<file path="src/design/rgbwseq_pkg.sv">
// types, constants and table lookups of the rgbw color sequencer
// depends on: nothing
`timescale 1ns / 1ps

package rgbwseq_pkg;

    // pwm period length and top dim step
    localparam int PWM_STEPS = 8;
    localparam int DIM_TOP   = 5;
    localparam int ROM_SIZE  = 50;

    localparam logic [3:0] PWM_STEPS_L = 4'(PWM_STEPS);
    localparam logic [2:0] DIM_TOP_L   = 3'(DIM_TOP);

    // item command
    typedef enum logic {
        CMD_TICK   = 1'b0,
        CMD_BUTTON = 1'b1
    } cmd_t;

    // jumper codes
    localparam logic [3:0] CODE_NEXT        = 4'd0;
    localparam logic [3:0] CODE_STATIC_LAST = 4'd9;
    localparam logic [3:0] CODE_BLINK_A     = 4'd10;
    localparam logic [3:0] CODE_BLINK_B     = 4'd11;
    localparam logic [3:0] CODE_WARM        = 4'd12;
    localparam logic [3:0] CODE_COOL        = 4'd13;
    localparam logic [3:0] CODE_FIRE        = 4'd14;
    localparam logic [3:0] CODE_RAINBOW     = 4'd15;

    // color wheels
    typedef enum logic [2:0] {
        W_BLINK_A = 3'd0,
        W_BLINK_B = 3'd1,
        W_WARM    = 3'd2,
        W_COOL    = 3'd3,
        W_FIRE    = 3'd4,
        W_RAINBOW = 3'd5
    } wheel_id_t;

    localparam logic [5:0] SHORT_WHEEL_LEN   = 6'd2;
    localparam logic [5:0] LONG_WHEEL_LEN    = 6'd24;
    localparam logic [5:0] RAINBOW_WHEEL_LEN = 6'd48;
    localparam logic [15:0] SELECT_PAUSE     = 16'd16;

    // channel levels, index 0..3 = red, green, blue, white
    typedef logic [0:3][3:0] rgbw_t;

    typedef struct packed {
        logic       cmd;
        logic       dim_button;
        logic       select_button;
        logic [3:0] jumpers;
    } item_t;

    typedef struct packed {
        logic       red_on;
        logic       green_on;
        logic       blue_on;
        logic       white_on;
        logic [2:0] dim_level;
    } result_t;

    localparam logic [7:0]  DIM_TABLE [6]   = '{8'd0, 8'd4, 8'd16, 8'd32, 8'd64, 8'd128};
    localparam logic [15:0] PAUSE_TABLE [6] =
        '{16'd32768, 16'd32768, 16'd4096, 16'd8192, 16'd8192, 16'd8192};
    localparam logic [5:0]  STATIC_PICK [9] =
        '{6'd0, 6'd3, 6'd7, 6'd14, 6'd16, 6'd20, 6'd32, 6'd36, 6'd45};
    localparam logic [5:0]  WHEEL_A [2] = '{6'd0, 6'd16};
    localparam logic [5:0]  WHEEL_B [2] = '{6'd36, 6'd4};
    localparam logic [5:0]  WHEEL_C [24] = '{
        6'd21, 6'd22, 6'd23, 6'd24, 6'd25, 6'd26, 6'd27, 6'd28, 6'd29, 6'd30, 6'd31, 6'd32,
        6'd32, 6'd31, 6'd30, 6'd29, 6'd28, 6'd27, 6'd26, 6'd25, 6'd24, 6'd23, 6'd22, 6'd21};
    localparam logic [5:0]  WHEEL_D [24] = '{
        6'd15, 6'd16, 6'd17, 6'd18, 6'd19, 6'd20, 6'd23, 6'd26, 6'd29, 6'd32, 6'd35, 6'd36,
        6'd37, 6'd36, 6'd33, 6'd30, 6'd27, 6'd24, 6'd21, 6'd19, 6'd18, 6'd17, 6'd15, 6'd14};
    localparam logic [5:0]  WHEEL_E [24] = '{
        6'd0, 6'd0, 6'd1, 6'd2, 6'd2, 6'd3, 6'd4, 6'd5, 6'd6, 6'd7, 6'd8, 6'd9,
        6'd10, 6'd10, 6'd9, 6'd8, 6'd7, 6'd6, 6'd5, 6'd4, 6'd3, 6'd2, 6'd1, 6'd1};

    // one nibble per channel: red, green, blue, white
    localparam rgbw_t COLOR_ROM [50] = '{
        16'h8000, 16'h8100, 16'h8200, 16'h8300, 16'h8401, 16'h8501, 16'h8602, 16'h8702,
        16'h8803, 16'h7802, 16'h6801, 16'h5800, 16'h4800, 16'h3800, 16'h2800, 16'h1800,
        16'h0800, 16'h0810, 16'h0820, 16'h0830, 16'h0840, 16'h0850, 16'h0860, 16'h0870,
        16'h0880, 16'h0780, 16'h0680, 16'h0580, 16'h0480, 16'h0380, 16'h0280, 16'h0180,
        16'h0080, 16'h1080, 16'h2080, 16'h3080, 16'h4080, 16'h5080, 16'h6080, 16'h7080,
        16'h8080, 16'h8070, 16'h8060, 16'h8050, 16'h8040, 16'h8030, 16'h8020, 16'h8010,
        16'h0008, 16'h8888};

    // color number at a wheel position, red when out of range
    function automatic logic [5:0] wheel_entry(wheel_id_t id, logic [5:0] pos);
        logic [5:0] color;
        color = 6'd0;
        unique case (id)
            W_BLINK_A: if (pos < 6'd2) color = WHEEL_A[pos[0]];
            W_BLINK_B: if (pos < 6'd2) color = WHEEL_B[pos[0]];
            W_WARM:    if (pos < 6'd24) color = WHEEL_C[pos[4:0]];
            W_COOL:    if (pos < 6'd24) color = WHEEL_D[pos[4:0]];
            W_FIRE:    if (pos < 6'd24) color = WHEEL_E[pos[4:0]];
            W_RAINBOW: if (pos < 6'(ROM_SIZE)) color = pos;
            default:   color = 6'd0;
        endcase
        return color;
    endfunction

    // channel levels of a color, red when out of range
    function automatic rgbw_t color_levels(logic [5:0] color);
        rgbw_t lv;
        lv = COLOR_ROM[0];
        if (color < 6'(ROM_SIZE))
            lv = COLOR_ROM[color];
        return lv;
    endfunction

    // blanking length for a dim step, clamped to the last entry
    function automatic logic [7:0] dim_blank(logic [2:0] idx);
        return DIM_TABLE[(idx < 3'd6) ? idx : 3'd5];
    endfunction

    // pause reload for a pattern, clamped to the last entry
    function automatic logic [15:0] pause_reload(logic [2:0] pat);
        return PAUSE_TABLE[(pat < 3'd6) ? pat : 3'd5];
    endfunction

endpackage

</file>
<file path="src/design/rgbwseq_item_if.sv">
// input channel of the rgbw color sequencer: valid/ready plus one item
// depends on: nothing
`timescale 1ns / 1ps

interface rgbwseq_item_if;
    logic       valid;
    logic       ready;
    logic       cmd;
    logic       dim_button;
    logic       select_button;
    logic [3:0] jumpers;

    modport source (output valid, cmd, dim_button, select_button, jumpers, input ready);
    modport sink   (input valid, cmd, dim_button, select_button, jumpers, output ready);
endinterface

</file>
<file path="src/design/rgbwseq_result_if.sv">
// result channel of the rgbw color sequencer: valid/ready plus led drive and dim level
// depends on: nothing
`timescale 1ns / 1ps

interface rgbwseq_result_if;
    logic       valid;
    logic       ready;
    logic       red_on;
    logic       green_on;
    logic       blue_on;
    logic       white_on;
    logic [2:0] dim_level;

    modport source (output valid, red_on, green_on, blue_on, white_on, dim_level,
                    input ready);
    modport sink   (input valid, red_on, green_on, blue_on, white_on, dim_level,
                    output ready);
endinterface

</file>
<file path="src/design/rgbw_pwm_color_sequencer.sv">
// top level of the rgbw pwm color sequencer: input register, core, result register
// depends on: rgbwseq_pkg, rgbwseq_item_if, rgbwseq_result_if, rgbwseq_core
//
//   channel   dir   payload                                        per transfer
//   items     in    cmd, dim_button, select_button, jumpers         one tick or button sample
//   results   out   red_on, green_on, blue_on, white_on, dim_level  one per item
//
// one item per cycle sustained while results are taken; the result is valid once the item
// has passed the input register, then the core update into the result register
// the core state update is a single combinational pass per item
// reset clears the valid flags and the core state to their power-up values; no clearing pass
// a stalled result holds; an item is still taken while the input register is empty
`timescale 1ns / 1ps

module rgbw_pwm_color_sequencer
    import rgbwseq_pkg::*;
(
    input  logic              clk,
    input  logic              rst_n,
    rgbwseq_item_if.sink      items,
    rgbwseq_result_if.source  results
);

    logic    hold_valid_reg;
    logic    hold_valid_next;
    item_t   item_reg;
    logic    out_valid_reg;
    logic    out_valid_next;
    result_t result_reg;
    result_t core_result;
    logic    advance;
    logic    in_xfer;

    // handshake
    assign advance         = hold_valid_reg && (!out_valid_reg || results.ready);
    assign items.ready     = !hold_valid_reg || advance;
    assign in_xfer         = items.valid && items.ready;
    assign hold_valid_next = in_xfer || (hold_valid_reg && !advance);
    assign out_valid_next  = advance || (out_valid_reg && !results.ready);

    // valid flags
    always_ff @(posedge clk or negedge rst_n)
    begin
        if (!rst_n)
        begin
            hold_valid_reg <= 1'b0;
            out_valid_reg  <= 1'b0;
        end
        else
        begin
            hold_valid_reg <= hold_valid_next;
            out_valid_reg  <= out_valid_next;
        end
    end

    // payload registers
    always_ff @(posedge clk)
    begin
        if (in_xfer)
            item_reg <= '{
                cmd:           items.cmd,
                dim_button:    items.dim_button,
                select_button: items.select_button,
                jumpers:       items.jumpers
            };
        if (advance)
            result_reg <= core_result;
    end

    // state and update
    rgbwseq_core u_core (
        .clk    (clk),
        .rst_n  (rst_n),
        .step   (advance),
        .item   (item_reg),
        .result (core_result)
    );

    // result channel
    assign results.valid     = out_valid_reg;
    assign results.red_on    = result_reg.red_on;
    assign results.green_on  = result_reg.green_on;
    assign results.blue_on   = result_reg.blue_on;
    assign results.white_on  = result_reg.white_on;
    assign results.dim_level = result_reg.dim_level;

endmodule

</file>
<file path="src/design/rgbwseq_core.sv">
// sequencer state and its combinational update for one pwm tick or button sample
// depends on: rgbwseq_pkg
`timescale 1ns / 1ps

module rgbwseq_core
    import rgbwseq_pkg::*;
(
    input  logic    clk,
    input  logic    rst_n,
    input  logic    step,
    input  item_t   item,
    output result_t result
);

    typedef struct packed {
        logic [3:0]  pwm_phase;
        logic [7:0]  blank_left;
        logic [7:0]  blank_length;
        logic [2:0]  dim_index;
        logic        dim_going_down;
        logic [15:0] pause_left;
        logic        static_mode;
        wheel_id_t   wheel_id;
        logic [5:0]  wheel_length;
        logic [5:0]  wheel_pos;
        logic [7:0]  selection;
        logic [2:0]  pattern_index;
        rgbw_t       levels;
        logic [1:0]  held;
        logic [0:3]  led;
    } state_t;

    localparam state_t STATE_RESET = '{
        pwm_phase:      PWM_STEPS_L,
        blank_left:     8'd0,
        blank_length:   8'd32,
        dim_index:      3'd3,
        dim_going_down: 1'b0,
        pause_left:     16'd1,
        static_mode:    1'b1,
        wheel_id:       W_RAINBOW,
        wheel_length:   6'd0,
        wheel_pos:      6'd0,
        selection:      8'd255,
        pattern_index:  3'd0,
        levels:         16'h0008,
        held:           2'b00,
        led:            4'b0000
    };

    state_t state_reg;
    state_t state_next;

    // next state for the item at hand
    always_comb
    begin
        state_t     s;
        logic       blanking;
        logic [3:0] dim_up;
        s        = state_reg;
        blanking = 1'b1;
        dim_up   = 4'd0;

        if (item.cmd == CMD_TICK)
        begin
            // pwm steps of the period
            if (s.pwm_phase != 4'd0)
            begin
                s.pwm_phase = s.pwm_phase - 4'd1;
                if (!s.static_mode)
                    s.pause_left = s.pause_left - 16'd1;
                if (s.pwm_phase != 4'd0)
                begin
                    for (int c = 0; c < 4; c++)
                        if (s.pwm_phase <= s.levels[c])
                            s.led[c] = 1'b1;
                    blanking = 1'b0;
                end
                else if (s.blank_left == 8'd0)
                begin
                    // period end with no blanking: full channels stay lit
                    for (int c = 0; c < 4; c++)
                        if (s.levels[c] != PWM_STEPS_L)
                            s.led[c] = 1'b0;
                    if (!s.static_mode && s.pause_left != 16'd0)
                        s.pause_left = s.pause_left - 16'd1;
                    s.blank_left = s.blank_length;
                    s.pwm_phase  = PWM_STEPS_L;
                    blanking     = 1'b0;
                end
            end

            // blanking ticks
            if (blanking)
            begin
                if (s.blank_left != 8'd0)
                begin
                    s.led        = 4'b0000;
                    s.blank_left = s.blank_left - 8'd1;
                    if (!s.static_mode && s.pause_left != 16'd0)
                        s.pause_left = s.pause_left - 16'd1;
                end
                if (s.blank_left == 8'd0)
                begin
                    s.blank_left = s.blank_length;
                    s.pwm_phase  = PWM_STEPS_L;
                end
            end

            // wheel step when the pause runs out
            if (s.pause_left == 16'd0)
            begin
                s.wheel_pos = s.wheel_pos + 6'd1;
                if (s.wheel_pos >= s.wheel_length)
                    s.wheel_pos = 6'd0;
                s.levels     = color_levels(wheel_entry(s.wheel_id, s.wheel_pos));
                s.pause_left = pause_reload(s.pattern_index);
            end
        end
        else
        begin
            // dim button edge: ping-pong over the dim steps
            if (s.held[0])
            begin
                if (!item.dim_button)
                    s.held[0] = 1'b0;
            end
            else if (item.dim_button)
            begin
                s.held[0] = 1'b1;
                if (s.dim_going_down)
                begin
                    if (s.dim_index != 3'd0)
                        s.dim_index = s.dim_index - 3'd1;
                    if (s.dim_index == 3'd0)
                        s.dim_going_down = 1'b0;
                end
                else
                begin
                    dim_up = {1'b0, s.dim_index} + 4'd1;
                    if (dim_up > {1'b0, DIM_TOP_L})
                        dim_up = {1'b0, DIM_TOP_L};
                    s.dim_index = dim_up[2:0];
                    if (s.dim_index == DIM_TOP_L)
                        s.dim_going_down = 1'b1;
                end
                s.blank_length = dim_blank(s.dim_index);
            end

            // select button edge: load the jumper code, or step the fixed color for code next
            if (s.held[1])
            begin
                if (!item.select_button)
                    s.held[1] = 1'b0;
            end
            else if (item.select_button)
            begin
                s.held[1]    = 1'b1;
                s.pause_left = SELECT_PAUSE;
                s.wheel_id   = W_RAINBOW;
                if (item.jumpers != CODE_NEXT)
                begin
                    s.selection    = {4'd0, item.jumpers};
                    s.pwm_phase    = 4'd1;
                    s.static_mode  = 1'b1;
                    s.wheel_pos    = 6'd0;
                    if (item.jumpers <= CODE_STATIC_LAST)
                        s.wheel_pos = STATIC_PICK[item.jumpers - 4'd1];
                    s.wheel_length = LONG_WHEEL_LEN;
                    case (item.jumpers)
                        CODE_BLINK_A:
                        begin
                            s.wheel_id     = W_BLINK_A;
                            s.wheel_length = SHORT_WHEEL_LEN;
                        end
                        CODE_BLINK_B:
                        begin
                            s.wheel_id     = W_BLINK_B;
                            s.wheel_length = SHORT_WHEEL_LEN;
                        end
                        CODE_WARM:    s.wheel_id     = W_WARM;
                        CODE_COOL:    s.wheel_id     = W_COOL;
                        CODE_FIRE:    s.wheel_id     = W_FIRE;
                        CODE_RAINBOW: s.wheel_length = RAINBOW_WHEEL_LEN;
                        default:      s.wheel_id     = W_RAINBOW;
                    endcase
                    if (item.jumpers >= CODE_BLINK_A)
                    begin
                        s.static_mode   = 1'b0;
                        s.pattern_index = 3'(item.jumpers - CODE_BLINK_A);
                    end
                    s.levels = color_levels(wheel_entry(s.wheel_id, s.wheel_pos));
                end
                else
                begin
                    // step to the next of the fixed colors, wrapping to red
                    s.static_mode = 1'b1;
                    s.selection   = s.selection + 8'd1;
                    if (s.selection >= 8'(ROM_SIZE))
                        s.selection = 8'd0;
                    s.levels = color_levels(wheel_entry(W_RAINBOW, s.selection[5:0]));
                end
            end
        end

        state_next = s;
    end

    // state register
    always_ff @(posedge clk or negedge rst_n)
    begin
        if (!rst_n)
            state_reg <= STATE_RESET;
        else if (step)
            state_reg <= state_next;
    end

    // result taken after the update
    assign result = '{
        red_on:    state_next.led[0],
        green_on:  state_next.led[1],
        blue_on:   state_next.led[2],
        white_on:  state_next.led[3],
        dim_level: state_next.dim_index
    };

endmodule

</file>
<file path="src/flat_wrapper.sv">
// flat-port wrapper written by rule: the top's interface ports become plain ports
module rgbw_pwm_color_sequencer_flat import rgbwseq_pkg::*;
  (clk, rst_n, items_valid, items_cmd, items_dim_button, items_select_button, items_jumpers, items_ready, results_valid, results_red_on, results_green_on, results_blue_on, results_white_on, results_dim_level, results_ready);
  rgbwseq_item_if items_i ();
  rgbwseq_result_if results_i ();
  input  logic clk;
  input  logic rst_n;
  input wire logic [$bits(items_i.valid)-1:0] items_valid;
  input wire logic [$bits(items_i.cmd)-1:0] items_cmd;
  input wire logic [$bits(items_i.dim_button)-1:0] items_dim_button;
  input wire logic [$bits(items_i.select_button)-1:0] items_select_button;
  input wire logic [$bits(items_i.jumpers)-1:0] items_jumpers;
  output wire logic [$bits(items_i.ready)-1:0] items_ready;
  output wire logic [$bits(results_i.valid)-1:0] results_valid;
  output wire logic [$bits(results_i.red_on)-1:0] results_red_on;
  output wire logic [$bits(results_i.green_on)-1:0] results_green_on;
  output wire logic [$bits(results_i.blue_on)-1:0] results_blue_on;
  output wire logic [$bits(results_i.white_on)-1:0] results_white_on;
  output wire logic [$bits(results_i.dim_level)-1:0] results_dim_level;
  input wire logic [$bits(results_i.ready)-1:0] results_ready;
  assign items_i.valid = items_valid;
  assign items_i.cmd = items_cmd;
  assign items_i.dim_button = items_dim_button;
  assign items_i.select_button = items_select_button;
  assign items_i.jumpers = items_jumpers;
  assign items_ready = items_i.ready;
  assign results_valid = results_i.valid;
  assign results_red_on = results_i.red_on;
  assign results_green_on = results_i.green_on;
  assign results_blue_on = results_i.blue_on;
  assign results_white_on = results_i.white_on;
  assign results_dim_level = results_i.dim_level;
  assign results_i.ready = results_ready;
  rgbw_pwm_color_sequencer u_core (.clk(clk), .rst_n(rst_n), .items(items_i), .results(results_i));
endmodule
</file>
<file path="config.mk">
export PLATFORM = sky130hd
export DESIGN_NAME = rgbw_pwm_color_sequencer_flat
export DESIGN_NICKNAME = d
export VERILOG_FILES = /design/src/design/rgbwseq_pkg.sv /design/src/design/rgbwseq_item_if.sv /design/src/design/rgbwseq_result_if.sv /design/src/design/rgbw_pwm_color_sequencer.sv /design/src/design/rgbwseq_core.sv /design/src/flat_wrapper.sv
export SDC_FILE = /design/constraint.sdc
export NUM_CORES = 1
export LEC_CHECK = 0
export BUFFER_PORTS_ARGS = -buffer_cell sky130_fd_sc_hd__buf_2
export CORE_ASPECT_RATIO = 1.4
export CORE_UTILIZATION = 45
export DETAILED_ROUTE_END_ITERATION = 8
export SYNTH_ARGS = -nofsm -noshare
export SYNTH_HDL_FRONTEND = slang
export SYNTH_SLANG_ARGS = --single-unit
</file>
<file path="constraint.sdc">
create_clock -name clk -period 6 [get_ports clk]
set_input_delay 0.3 -clock clk [delete_from_list [all_inputs] [get_ports clk]]
set_output_delay 0.3 -clock clk [all_outputs]
set_load 0.005 [all_outputs]
</file>
==> Flow_metrics.wiki <==
{| class="wikitable"
! Metric !! Value
|-
| Worst hold path endpoint || u_core.item_reg[1]
|-
| Final worst-path setup slack || 0.398 ns
|-
| Post-synthesis cell area || between 10000 and 15000 um^2
|-
| Final cell count without fillers || between 1500 and 2000
|-
| Mean number of vias per cell || about 6.4
|-
| All-layer global routing usage || 0.284
|-
| RSZ-0062 raised after global routing || no
|-
| Status || finished clean
|-
| GRT overflow || 0
|-
| Peak fanout along the critical path || 9
|-
| Count of endpoints failing hold in the final timing report || 0
|-
| Initial antenna violation count || 0
|-
| Number of buffers created by CTS || 9
|-
| Worst Reg2Reg Path Length in Cells || 21
|-
| Net switching share of the total power || 0.539
|-
| Max-Cap Viols || 0
|-
| Count of standard-cell rows || 65
|-
| Worst-Margin Slew || around 1.0 ns
|-
| CP startpoint kind || flop
|-
| H-Tree Level Count || 3
|-
| Vias in the first global route || approximately 10000
|-
| Number of DRC markers in iteration 0 || around 840
|-
| Count of unresolved DRC violations after routing || 0
|-
| Number of vias in the routed layout || 10900
|-
| Pin count of the biggest net entering global routing || 62
|-
| Total length of routed met2 wires || approximately 17000 um
|-
| Die outline width || about 130 um
|-
| Setup TNS || 0 ns
|-
| Final total power || 6.21 mW
|-
| Clock Tree Root || clkbuf_16
|-
| Class of the most critical hold timing path || input port to flop
|-
| Sw Pwr || between 3 and 4 mW
|-
| Chip Height || ~180 um
|-
| Max Used Layer || met4
|-
| RD Place Congestion || about 0.99
|-
| Worst setup slack before clock tree synthesis || approximately 0.22 ns
|-
| Maximum buffer depth of the clock tree || 2
|-
| DR pass1 iterations || 6
|-
| Highest-count cells in the layout ignoring fill and taps || nand2_1, nor2_1, o21ai_0
|-
| Share of power burned in combinational logic || 0.705
|-
| Part of the power in registers || 0.198
|-
| Post-layout minimum cycle time || between 5 and 6 ns
|-
| Reg-to-reg endpoint || u_core.u_core.state_reg[17]
|-
| Startpoint of the most critical register-to-register path || u_core.u_core.state_reg[49]
|-
| Final Max Slew Viols || 0
|-
| Synth Area in XOR/XNOR || 0.0442
|-
| Antenna-violating nets left || 0
|-
| Most frequent standard cell in the layout excluding fill and tap cells || nand2_1
|-
| Share of the yosys chip area belonging to registers || 0.245
|-
| Synth cell types || a little under 100
|-
| Final setup violating endpoints || 0
|-
| Worst reg-to-reg setup slack || ~0.4 ns
|-
| Synthesized netlist cell count || 1369
|-
| Part of the power in the clock network || 0.096
|-
| Wire length of the first global-routing pass || around 55000 um
|-
| Area share of and/or/nand/nor cells after synthesis || 0.269
|-
| Post-synthesis share of cell area spent on full adders, half adders and majority gates || 0.0774
|-
| Proportion of synthesized area in mux cells || 0.0242
|-
| Clock sink total || between 90 and 100
|-
| Most used flip-flop cell after synthesis || dfrtp_1
|-
| Wire length per cell after detailed routing || ~20 um
|-
| Main combinational cell family by area after synthesis || compound AO/OA/AOI/OAI gates
|-
| Final Routed Wirelength || ~34000 um
|-
| Number of port buffers || 19
|-
| Area fraction in compound gates after synthesis || 0.288
|-
| Nets || around 1500
|-
| Clock-pin slew on the worst setup and hold paths || about 0.08 ns
|-
| Placed instance count || around 1700
|-
| # diodes || 0
|-
| Launch point of the worst hold path || items_jumpers[1]
|-
| Floorplan core area || ~23000 um^2
|-
| DIE AREA || approximately 24000 um^2
|-
| Leak pwr || approximately 4.6 nW
|-
| Peak ir drop on the vdd network || approximately 0.19 mV
|-
| Avg Inst Size Synth || around 7.7 um^2
|-
| Worst Path Arrival || 5.84 ns
|-
| Wire length on met1 || 14000 um
|-
| Detail Placement HPWL || 26100 um
|-
| Total met3 wirelength after detailed routing || around 1400 um
|-
| Design internal power || roughly 2.9 mW
|-
| Share of cells above drive strength 1 || 0.120
|-
| Power per cell area || 542 nW/um^2
|-
| Worst rel slew slack || 0.318
|-
| Clock latency of the later-clocked register in the worst-skew pair || between 0.3 and 0.4 ns
|-
| Nature of the critical path endpoint || flop
|-
| Data required time at the worst endpoint || ~6.2 ns
|-
| Number of enable flip-flop cells after synthesis || 14
|-
| Clock tree from TritonCTS || done
|-
| Largest clock skew in the final design || 0.0123 ns
|-
| Top-level port count || 20
|-
| Final critical-path share of the clock period || 0.934
|-
| Worst hold stages || 1
|-
| Maximum clock frequency || about 180 MHz
|-
| Post-synthesis to final-layout area growth || 9.01%
|-
| CP Class || flop to flop
|-
| Synth warn || 0
|-
| Fraction of synthesis flops using an asynchronous set or reset pin || 0.859
|-
| Synthesized flop and latch total || just under 100
|-
| Post-synth net total || around 1400
|-
| Flip-flop count of the largest register after layout || between 80 and 90
|-
| Effective utilization at floorplan || 0.463
|}
-- repair_timing --
| action | CTS | global route |
|---|---|---|
| endpoints found under the hold margin | 22 | 0 |
| gates resized for setup | 0 | 8 |
| hold buffers | 1 | 0 |
| setup buffers | 0 | 0 |
| endpoints found under the setup margin | 0 | 24 |
-- cell families after synthesis --
| logic type | Yosys count |
|---|---|
| flip-flops | 99 |
| AO/OA/AOI/OAI | 444 |
| XOR/XNOR | 53 |
| buffers and inverters | 140 |
| adder cells (fa/ha/maj) | 65 |
| AND/OR/NAND/NOR | 545 |
| multiplexers | 23 |
-- cell type report --
| type | count | area, um^2 |
|---|---|---|
| Sequential cell | 99 | 2570 |
| Tap cell | 301 | 377 |
| Clock inverter | 7 | 76.3 |
| Fill cell | 2264 | 11200 |
| Timing Repair Buffer | 76 | 528 |
| Multi-Input combinational cell | 1130 | 7430 |
| Inverter | 65 | 244 |
| Clock buffer | 9 | 225 |
-- Yosys cell counts, types with 22 or more instances --
| master | n | share of area |
|---|---|---|
| nand3_1 | 46 | 0.022 |
| xnor2_1 | 26 | 0.022 |
| ha_1 | 65 | 0.077 |
| o21ai_0 | 87 | 0.041 |
| nand4_1 | 32 | 0.019 |
| a21oi_1 | 85 | 0.041 |
| nor4_1 | 23 | 0.014 |
| inv_1 | 61 | 0.022 |
| nor3_1 | 42 | 0.020 |
| o31ai_1 | 22 | 0.016 |
| nand2_1 | 130 | 0.046 |
| clkbuf_1 | 63 | 0.023 |
| nor2_1 | 122 | 0.044 |
| xor2_1 | 27 | 0.023 |
| dfrtp_1 | 68 | 0.16 |
| a31oi_1 | 45 | 0.027 |
-- power groups by stage --
stage,logic [mW],registers (mW),clock network (mW)
global route,4.82,1.27,0.637
detailed placement,4.25,1.24,0
CTS,4.28,1.22,0.612
floorplan,3.17,1.08,0
finish,4.38,1.23,0.597
global placement,4.26,1.23,0
-- worst max path at each step --
stage	from	endpoint	slack [ns]	cells after the start
after global placement	u_core.u_core.state_reg[49]	u_core.u_core.state_reg[17]	0.27	20
after CTS	u_core.u_core.state_reg[49]	u_core.u_core.state_reg[7]	0.18	19
after global routing	u_core.u_core.state_reg[49]	u_core.u_core.state_reg[7]	0.04	21
final	u_core.u_core.state_reg[49]	u_core.u_core.state_reg[17]	0.40	21
after detailed placement	u_core.u_core.state_reg[49]	u_core.u_core.state_reg[7]	0.22	19
after floorplan	u_core.u_core.state_reg[49]	u_core.u_core.state_reg[17]	0.37	20
-- stage by stage --
stage | hold slack, ns | utilization | instance area [um^2]
2_1_floorplan | 0.00441 | - | 10500
3_3_place_gp | 0.254 | 0.489 | 11100
3_5_place_dp | 0.256 | 0.489 | 11100
4_1_cts | 0.0923 | 0.503 | 11400
5_1_grt | 0.0921 | 0.505 | 11400
6_report | 0.103 | 0.505 | 11400
-- critical path, cell delays in order, from the launching register on --
cell	delay [ns]
dfstp_2	0.66
inv_1	0.14
ha_1	0.29
inv_1	0.05
mux2i_2	0.29
ha_1	0.22
nor2b_1	0.18
a32oi_1	0.11
a32o_1	0.30
nor3_4	0.25
a41oi_1	0.15
a2111oi_1	0.58
or2_2	0.25
ha_1	0.17
and3_1	0.31
nor4bb_1	0.24
o21ai_0	0.17
xnor2_1	0.22
a211oi_4	0.24
or4b_1	0.45
o22ai_1	0.15
a31oi_1	0.05
-- metal layers --
layer,GRT usage,vias up
met4,0.138,0
met5,0,-
met2,0.514,342
met1,0.332,5217
li1,-,5205
met3,0.0307,91
Power figures use the tool's default switching activity.
